`src/hdl/nsem_pkg.sv`:
```
`timescale 1ns / 1ps

package nsem_pkg;

  localparam int KEY_W   = 64;
  localparam int INIT_W  = 15;
  localparam int COUNT_W = 16;
  localparam int USERS_W = 8;

  typedef enum logic [1:0] {
    ACT_OPEN  = 2'd0,
    ACT_CLOSE = 2'd1,
    ACT_WAIT  = 2'd2,
    ACT_POST  = 2'd3
  } nsem_action_t;

  typedef enum logic [1:0] {
    ST_OK        = 2'd0,
    ST_NOT_FOUND = 2'd1,
    ST_FULL      = 2'd2
  } nsem_status_t;

  localparam logic signed [COUNT_W-1:0] COUNT_MIN = {1'b1, {(COUNT_W-1){1'b0}}};
  localparam logic signed [COUNT_W-1:0] COUNT_MAX = {1'b0, {(COUNT_W-1){1'b1}}};
  localparam logic [USERS_W-1:0]        USERS_MAX = {USERS_W{1'b1}};

  typedef struct packed {
    nsem_action_t      action;
    logic [KEY_W-1:0]  key;
    logic [INIT_W-1:0] start_value;
  } nsem_req_t;

  typedef struct packed {
    nsem_status_t               status;
    logic                       block;
    logic                       wake;
    logic signed [COUNT_W-1:0]  count;
  } nsem_rsp_t;

  // Search token that walks the row of slot cells, one cell per cycle.
  typedef struct packed {
    logic                       valid;
    nsem_action_t               action;
    logic [KEY_W-1:0]           key;
    logic [INIT_W-1:0]          start_value;
    logic                       found;
    logic                       free_found;
    logic signed [COUNT_W-1:0]  count;
    logic [USERS_W-1:0]         users;
  } nsem_tok_t;

  // Slot write broadcast to every cell; the cell whose index matches takes it.
  typedef struct packed {
    logic                       en;
    logic                       used;
    logic [KEY_W-1:0]           key;
    logic signed [COUNT_W-1:0]  count;
    logic [USERS_W-1:0]         users;
  } nsem_wr_t;

endpackage

```
`src/hdl/nsem_cell.sv`:
```
`timescale 1ns / 1ps

module nsem_cell #(
  parameter int IDX_W    = 4,
  parameter int CELL_IDX = 0
) (
  input  logic                clk,
  input  logic                rst,
  input  nsem_pkg::nsem_tok_t tok_in,
  input  logic [IDX_W-1:0]    found_idx_in,
  input  logic [IDX_W-1:0]    free_idx_in,
  output nsem_pkg::nsem_tok_t tok_out,
  output logic [IDX_W-1:0]    found_idx_out,
  output logic [IDX_W-1:0]    free_idx_out,
  input  nsem_pkg::nsem_wr_t  wr,
  input  logic [IDX_W-1:0]    wr_idx
);
  import nsem_pkg::*;

  localparam logic [IDX_W-1:0] MY_IDX = IDX_W'(CELL_IDX);

  logic                      used;
  logic [KEY_W-1:0]          key;
  logic signed [COUNT_W-1:0] count;
  logic [USERS_W-1:0]        users;

  nsem_tok_t         tok_next;
  logic [IDX_W-1:0]  found_idx_next;
  logic [IDX_W-1:0]  free_idx_next;
  logic              wr_hit;

  assign wr_hit = wr.en && (wr_idx == MY_IDX);

  always_comb begin
    tok_next       = tok_in;
    found_idx_next = found_idx_in;
    free_idx_next  = free_idx_in;
    // The first used slot holding the key wins; the first free slot is noted for open.
    if (used && (key == tok_in.key) && !tok_in.found) begin
      tok_next.found = 1'b1;
      tok_next.count = count;
      tok_next.users = users;
      found_idx_next = MY_IDX;
    end
    if (!used && !tok_in.free_found) begin
      tok_next.free_found = 1'b1;
      free_idx_next       = MY_IDX;
    end
  end

  always_ff @(posedge clk) begin
    if (rst) begin
      tok_out       <= '0;
      found_idx_out <= '0;
      free_idx_out  <= '0;
    end else begin
      tok_out       <= tok_next;
      found_idx_out <= found_idx_next;
      free_idx_out  <= free_idx_next;
    end
  end

  always_ff @(posedge clk) begin
    if (rst) begin
      used <= 1'b0;
    end else if (wr_hit) begin
      used <= wr.used;
    end
  end

  always_ff @(posedge clk) begin
    if (wr_hit) begin
      key   <= wr.key;
      count <= wr.count;
      users <= wr.users;
    end
  end

endmodule

```
`src/hdl/named_counting_semaphore_table.sv`:
```
`timescale 1ns / 1ps
// Table of named counting semaphores.
// Request channel (req_valid, req_stall, req): action, 64-bit name key and an
// initial value that open uses when it creates a slot. Response channel
// (rsp_valid, rsp_stall, rsp): status, block and wake flags and the value.
// Each slot lives in one cell of a row of SEM_SLOTS cells. A request becomes
// a search token that moves one cell per cycle, picking up the matching slot
// and the lowest free slot; a single update then writes the chosen cell if
// the request succeeds, and registers the response. One request is in flight
// at a time, so a new request waits until the update of the last one, and
// the length of the cell row sets the request rate.
// The response register parts the two channels: a new request is taken while
// an earlier response waits. If the receiver stalls, the response holds and a
// finished search waits at the end of the row until the register frees.
// Reset empties every slot at once and clears all handshake state.
module named_counting_semaphore_table #(
  parameter int SEM_SLOTS = 16
) (
  input  logic                clk,
  input  logic                rst,
  input  logic                req_valid,
  output logic                req_stall,
  input  nsem_pkg::nsem_req_t req,
  output logic                rsp_valid,
  input  logic                rsp_stall,
  output nsem_pkg::nsem_rsp_t rsp
);
  import nsem_pkg::*;

  localparam int IDX_W = (SEM_SLOTS > 1) ? $clog2(SEM_SLOTS) : 1;

  typedef enum logic [2:0] {
    S_IDLE   = 3'b001,
    S_SEARCH = 3'b010,
    S_APPLY  = 3'b100
  } state_t;

  state_t state, state_next;

  nsem_tok_t        tok       [SEM_SLOTS+1];
  logic [IDX_W-1:0] found_idx [SEM_SLOTS+1];
  logic [IDX_W-1:0] free_idx  [SEM_SLOTS+1];

  nsem_tok_t        tail;
  logic [IDX_W-1:0] tail_found_idx;
  logic [IDX_W-1:0] tail_free_idx;

  nsem_wr_t         wr;
  logic [IDX_W-1:0] wr_idx;
  nsem_rsp_t        rsp_next;

  logic accept;
  logic apply;

  assign req_stall = (state != S_IDLE);
  assign accept    = req_valid && !req_stall;
  assign apply     = (state == S_APPLY) && (!rsp_valid || !rsp_stall);

  always_comb begin
    tok[0]             = '0;
    tok[0].valid       = accept;
    tok[0].action      = req.action;
    tok[0].key         = req.key;
    tok[0].start_value = req.start_value;
    found_idx[0]       = '0;
    free_idx[0]        = '0;
  end

  for (genvar i = 0; i < SEM_SLOTS; i++) begin : g_cell
    nsem_cell #(
      .IDX_W    (IDX_W),
      .CELL_IDX (i)
    ) u_cell (
      .clk           (clk),
      .rst           (rst),
      .tok_in        (tok[i]),
      .found_idx_in  (found_idx[i]),
      .free_idx_in   (free_idx[i]),
      .tok_out       (tok[i+1]),
      .found_idx_out (found_idx[i+1]),
      .free_idx_out  (free_idx[i+1]),
      .wr            (wr),
      .wr_idx        (wr_idx)
    );
  end

  always_comb begin
    state_next = state;
    case (state)
      S_IDLE: begin
        if (accept) begin
          state_next = S_SEARCH;
        end
      end
      S_SEARCH: begin
        if (tok[SEM_SLOTS].valid) begin
          state_next = S_APPLY;
        end
      end
      S_APPLY: begin
        if (apply) begin
          state_next = S_IDLE;
        end
      end
      default: state_next = S_IDLE;
    endcase
  end

  always_ff @(posedge clk) begin
    if (rst) begin
      state <= S_IDLE;
    end else begin
      state <= state_next;
    end
  end

  always_ff @(posedge clk) begin
    if ((state == S_SEARCH) && tok[SEM_SLOTS].valid) begin
      tail           <= tok[SEM_SLOTS];
      tail_found_idx <= found_idx[SEM_SLOTS];
      tail_free_idx  <= free_idx[SEM_SLOTS];
    end
  end

  // Update: work out the slot write and the response from the finished search.
  always_comb begin
    wr       = '0;
    wr.key   = tail.key;
    wr.used  = 1'b1;
    wr.count = tail.count;
    wr.users = tail.users;
    wr_idx   = tail_found_idx;
    rsp_next = '0;
    rsp_next.status = ST_OK;
    if (tail.action == ACT_OPEN) begin
      if (tail.found) begin
        wr.en          = apply;
        wr.users       = (tail.users != USERS_MAX) ? tail.users + 8'd1 : tail.users;
        rsp_next.count = tail.count;
      end else if (tail.free_found) begin
        wr.en          = apply;
        wr_idx         = tail_free_idx;
        wr.count       = signed'({1'b0, tail.start_value});
        wr.users       = 8'd1;
        rsp_next.count = signed'({1'b0, tail.start_value});
      end else begin
        rsp_next.status = ST_FULL;
      end
    end else if (!tail.found) begin
      rsp_next.status = ST_NOT_FOUND;
    end else begin
      wr.en = apply;
      case (tail.action)
        ACT_CLOSE: begin
          wr.users       = (tail.users != 8'd0) ? tail.users - 8'd1 : tail.users;
          wr.used        = (wr.users != 8'd0);
          rsp_next.count = tail.count;
        end
        ACT_WAIT: begin
          rsp_next.block = (tail.count <= 16'sd0);
          wr.count       = (tail.count != COUNT_MIN) ? tail.count - 16'sd1 : tail.count;
          rsp_next.count = wr.count;
        end
        ACT_POST: begin
          rsp_next.wake  = (tail.count < 16'sd0);
          wr.count       = (tail.count != COUNT_MAX) ? tail.count + 16'sd1 : tail.count;
          rsp_next.count = wr.count;
        end
        default: begin
          wr.en = 1'b0;
        end
      endcase
    end
  end

  always_ff @(posedge clk) begin
    if (rst) begin
      rsp_valid <= 1'b0;
    end else if (apply) begin
      rsp_valid <= 1'b1;
    end else if (!rsp_stall) begin
      rsp_valid <= 1'b0;
    end
  end

  always_ff @(posedge clk) begin
    if (apply) begin
      rsp <= rsp_next;
    end
  end

endmodule

```
`config.mk`:
```
export PLATFORM = sky130hd
export DESIGN_NAME = named_counting_semaphore_table
export DESIGN_NICKNAME = d
export VERILOG_FILES = /design/src/hdl/nsem_pkg.sv /design/src/hdl/nsem_cell.sv /design/src/hdl/named_counting_semaphore_table.sv
export SDC_FILE = /design/constraint.sdc
export NUM_CORES = 2
export LEC_CHECK = 0
export ABC_AREA = 1
export BUFFER_PORTS_ARGS = -buffer_cell sky130_fd_sc_hd__buf_2
export CAP_MARGIN = 25
export CORE_ASPECT_RATIO = 0.7
export CORE_MARGIN = 2
export CORE_UTILIZATION = 35
export DETAILED_ROUTE_END_ITERATION = 8
export GPL_ROUTABILITY_DRIVEN = 0
export PLACE_DENSITY = 0.53
export SYNTH_ARGS = -nofsm -noshare
export SYNTH_HDL_FRONTEND = slang
export SYNTH_HIERARCHICAL = 1
export SYNTH_SLANG_ARGS = --single-unit
```
`constraint.sdc`:
```
create_clock -name clk -period 19.3 [get_ports clk]
set_input_delay 0.965 -clock clk [delete_from_list [all_inputs] [get_ports clk]]
set_output_delay 0.965 -clock clk [all_outputs]
set_load 0.02 [all_outputs]
```
Word level (Yosys, flattened, before mapping)
Index checks and enable logic that the tools add are counted.

storage, ports and cells
  input bits = 85
  register bits after elaboration = 3401
  logic and storage cells = 580

operators by class
  $lt $le $gt $ge = 2
  $add $sub $neg = 4
  multiplexer cells = 113
  bitwise operators = 4
  equality and inequality tests = 45
  reductions and logical operators = 149

operators with widths
  operator               count
  $eq 64x64->1           16
  $mux 24                18
  $mux 16                6
  $mux 4                 19
  $logic_and 1x1->1      65
  $reduce_or 2->1        27
  $logic_not 1->1        48
  $pmux 16 s3            1
  $mux 1                 43
  $mux 3                 11
  $eq 4x4->1 const B     8
  $mux 8                 4
  $ne 16x16->1 const B   2
  $pmux 16 s2            1
  $add 16x2->16 const B  1
  $eq 4x3->1 const B     4
  $le 16x1->1 const B    1
  $lt 16x1->1 const B    1
  $mux 2                 8
  $reduce_bool 8->1      2
  $sub 16x2->16 const B  1
  $mux 15                1
  $pmux 3 s3             1
  $reduce_or 3->1        3
  other kinds (18)       25

Longest topological paths before layout
  word-level depth = 7
  gate-level depth with buffers = 14
  gate-level depth less buffers = 13

By module
The synthesis kept the hierarchy.

by module, submodules not included
  module                             cells an instance  area each (um2)  instances
  nsem_cell (g_cell[10].u_cell ...)  890                7797.5           4
  nsem_cell (g_cell[1].u_cell ...)   908                7822.5           2
  nsem_cell (g_cell[4].u_cell ...)   907                7817.5           2
  nsem_cell (g_cell[13].u_cell ...)  788                7419.6           2
  nsem_cell (g_cell[11].u_cell ...)  788                7418.4           2
  nsem_cell (g_cell[15].u_cell)      910                7816.2           1
  nsem_cell (g_cell[0].u_cell)       895                7796.2           1
  nsem_cell (g_cell[3].u_cell)       890                7780.0           1
  nsem_cell (g_cell[12].u_cell)      889                7776.2           1
  named_counting_semaphore_table     717                7059.3           1

Worst setup path after synthesis
No wires, ideal clock.

  path type = input to register
  start point = input rsp_stall
  end point = register g_cell[3].u_cell.used
  buffers on the path = 0
  required time = 19199 ps
  stages on the path = 7
  arrival = 11006 ps
  path slack = 8193 ps
  cell sequence = nand2_1 > nand2_1 > a21oi_1 > inv_1 > nor4_1 > o21ai_0 > a21oi_1

RTL lines
  item                  line                                  RTL
  start, declared       named_counting_semaphore_table.sv:25  input logic rsp_stall,
  end signal, assigned  nsem_cell.sv:67                       used <= wr.used;
  end, declared         nsem_cell.sv:22                       logic used;

Final worst setup path
  start point = register tail[106] (netlist bit)
  end point = register g_cell[9].u_cell.used

on the way
  elaborated cells between the ends (all ways) = 13
  classes of those cells = 4 x eq/ne; 6 x mux; 3 x reduce/logical

RTL lines
  item                         line                                   RTL
  start, declared              named_counting_semaphore_table.sv:44   nsem_tok_t tail;
  start signal, assigned       named_counting_semaphore_table.sv:119  tail <= tok[SEM_SLOTS];
  $logic_not 2->1              named_counting_semaphore_table.sv:135  if (tail.action == ACT_OPEN) begin
  $mux 4                       named_counting_semaphore_table.sv:135
  net wr_idx[1]                named_counting_semaphore_table.sv:49   logic [IDX_W-1:0] wr_idx;
  $eq 4x4->1                   nsem_cell.sv:32                        assign wr_hit = wr.en && (wr_idx == MY_IDX);
  $logic_and 1x1->1            nsem_cell.sv:32
  net g_cell[9].u_cell.wr_hit  nsem_cell.sv:30                        logic wr_hit;
  end signal, assigned         nsem_cell.sv:67
  end, declared                nsem_cell.sv:22

The timed path passes the listed nets, and every way through them passes these cells.
A chain may end at the register's enable or synchronous reset.

==> impl_metrics.py <==
metrics = {
    "outcome": {
        "outcome": "finished, final reports clean",
    },
    "yosys": {
        "synth_flop_cell": "dfxtp_1",
        "synth_top_area_frac": 0.355,
        "synth.distinct_cells": 53,
        "synth_area_um2": 130000,
        "yosysSeqAreaShare": 0.643,
        "synth-compound-area-share": 0.0165,
        "synth-adder-area-share": 0.000576,
        "yosysMostFrequentCell": "nand2_1",
        "async_flop_share": 0,
        "synth_xor_area_frac": 0.0170,
        "muxShareOfSynthArea": 0,
        "synth_common_cells": "3,831 x nand2_1, 3,022 x nor2_1, 2,602 x inv_1",
        "synth-edff-count": 1543,
        "synth.top_cells.by_area": "edfxtp_1 36%, dfxtp_1 29%, nand2_1 11%",
        "ys_ff_latch": 3419,
        "yosysTopAreaCell": "edfxtp_1",
        "ys_warn_count": 6,
        "avgSynthCellArea_um2": 8.90,
        "synth-simple-area-share": 0.230,
        "synth_top_family_by_area": "simple AND/OR/NAND/NOR gates",
        "syn_inst": 14643,
    },
    "sta": {
        "post-route-period-util": 0.259,
        "fmax_mhz": 200,
        "finalCriticalPeriod_ns": 5.01,
        "rsz0062_at_grt": "false",
        "worst_pin_slew_ns": 1.17,
        "worst_slack_ns": 14.29,
        "final_hold_viol_count": 0,
        "slew_viol_final": 0,
        "tns_ns": 0,
        "setup_violations": 0,
        "relSlewSlack": 0.218,
        "clock_skew_ns": 0.0758,
    },
    "power_and_ir_drop": {
        "p_comb_frac": 0.016,
        "p_leak_nw": 62.5,
        "clkPwrFrac": 0.461,
        "internal_power_w": 0.0114,
        "switching_share": 0.213,
        "power.total_w": 0.0145,
        "seqPwrFrac": 0.523,
        "p_switching_w": 0.00308,
        "power.density_nw_per_um2": 97.8,
        "ir_worst_vdd_v": 0.0000874,
    },
    "drt": {
        "drt_iter0_drc": 14247,
        "vias": 94341,
        "wl_per_cell_um": 22.2,
        "drc": 0,
        "drt-pass1-iter-count": 6,
        "wl_um": 448000,
        "ant_nets": 0,
        "avgViaCountPerCell": 4.67,
    },
    "cts": {
        "path_clk_slew_ns": 0.07,
        "cts_buffers": 327,
        "cts_resized": 0,
        "cts.sinks": 3419,
        "clk_latency_ns": 0.93,
        "cts_hold_buf": 0,
        "cts_buffer_depth": 4,
        "post_cts_buffers": 0,
        "cts_tree": "yes",
        "htreeDepth": 5,
        "clockRootBuffer": "clkbuf_16",
    },
    "global_route": {
        "grt_overflow": 0,
        "antenna_found_initial": 87,
        "grt_pass1_wl_um": 615000,
        "grt_max_degree": 211,
        "gr-usage-all-layers": 0.230,
        "grt_pass1_vias": 82425,
    },
    "job": {
        "maxCapViolations": 0,
    },
    "setup_path": {
        "cp-end-kind": "register",
        "crit_type": "reg -> reg",
        "worstPathArrival_ns": 5.77,
        "critPathMaxFanout": 64,
        "cp-start-kind": "register",
        "critPathRequiredTime_ns": 20.06,
    },
    "place": {
        "dp_slack_ns": 14.43,
        "port_buffers": 106,
        "post-dp-hpwl_um": 316000,
    },
    "cells_and_area": {
        "area_delta_synth_final_pct": 13.4,
        "layout.nets": 15054,
        "multi_input_area_um2": 34700,
        "n_fill_cell": 36787,
        "seq_area_um2": 83900,
        "drive_above_1_share": 0.0690,
    },
    "die": {
        "fp.dieH_um": 515,
        "io_pins": 107,
        "dieArea_um2": 377000,
        "rows": 187,
        "core_area_um2": 371000,
        "start_util": 0.352,
        "die_w_um": 733,
    },
    "hold_path": {
        "hold_class": "in -> reg",
    },
}
-- logic make-up (layout without fill, tap and decap cells) --
kind of cell    count (synthesis)  count (layout)
fa+ha+maj                       6               6
xor+xnor                      253             253
compound gates                402             402
simple gates                 7525            7525
flops                        3419            3419
buf+inv                      3037            3593
other cells                     1              92
-- layer usage --
metal	global-route usage	vias to the layer above	part of all wire
met2	0.277	4981	0.35
li1	-	44862	-
met3	0.0649	492	0.14
met5	0	-	0.000029
met1	0.384	44004	0.49
met4	0.0519	2	0.020
-- cell type report --
type,instances,area share
tap,4914,0.0416
antenna,57,0.000964
inverter,2735,0.0694
multi-input combinational,8221,0.235
clock inverter,135,0.00947
clock buffer,464,0.0649
sequential,3419,0.567
timing repair buffer,259,0.0118
-- layout by cell type (no fill, tap or decap), types with 106 or more instances in the layout --
cell and n:
o21ai_0 128, inv_1 2597, xnor2_1 184, nor2_1 3020, nand3_1 266, buf_2 106, inv_2 117, clkbuf_16 346
nand2_1 3830, buf_4 148, edfxtp_1 1543, a21oi_1 205, nand4_1 170, dfxtp_1 1876
-- power by group through the flow --
stage	combinational, W	sequential [W]	clock (W)
global placement	0.000224	0.00773	0
finish	0.000229	0.00757	0.00667
global route	0.000254	0.00757	0.00705
CTS	0.000225	0.00757	0.00677
floorplan	0.000148	0.00772	0
detailed placement	0.000224	0.00773	0
-- worst max-delay path: stages (launching register included) --
cell,delay (ns)
edfxtp_1,0.45
inv_2,0.12
nand2_1,0.43
inv_2,0.37
nand2_2,0.11
nor2_4,0.40
inv_2,0.16
nand2_1,0.09
nand2_1,0.47
nor4_2,0.56
buf_4,0.51
buf_4,0.81
nor2_1,0.09
a21oi_1,0.16
nor2_1,0.05
-- sequential cells by signal, indices dropped and copies added (netlist names) --
register                     flops
g_cell.u_cell/users            128
rsp_valid                        1
g_cell.u_cell/used              16
g_cell.u_cell/count            256
tail_found_idx                   4
g_cell.u_cell/tok_out         1728
tail_free_idx                    4
rsp                             20
g_cell.u_cell/found_idx_out     64
g_cell.u_cell/free_idx_out      64
g_cell.u_cell/key             1024
state                            3
tail                           107
-- path summary, 6_finish.rpt --
| path | startpoint | endpoint | slack, ns | depth (start not counted) |
|---|---|---|---|---|
| worst min-delay path | req[80] | g_cell[0].u_cell/tok_out[106] | 0.25 | 3 |
| worst min register to register | g_cell[15].u_cell/tok_out[67] | tail[67] | 0.38 | 0 |
| worst max-delay path | tail[106] | g_cell[9].u_cell/used | 14.29 | 14 |
| worst max register to register | tail[106] | g_cell[9].u_cell/used | 14.29 | 14 |
-- stage by stage --
| step | hold slack, ns | utilization | instances | cell area (um^2) |
|---|---|---|---|---|
| after floorplan | 0.386 | - | 14677 | 131000 |
| after global placement | 0.386 | 0.369 | 19546 | 137000 |
| after detailed placement | 0.389 | 0.369 | 19547 | 137000 |
| after CTS | 0.175 | 0.398 | 20146 | 148000 |
| after global routing | 0.221 | 0.398 | 20154 | 148000 |
| final | 0.253 | 0.399 | 20204 | 148000 |
Power figures use the tool's default switching activity.
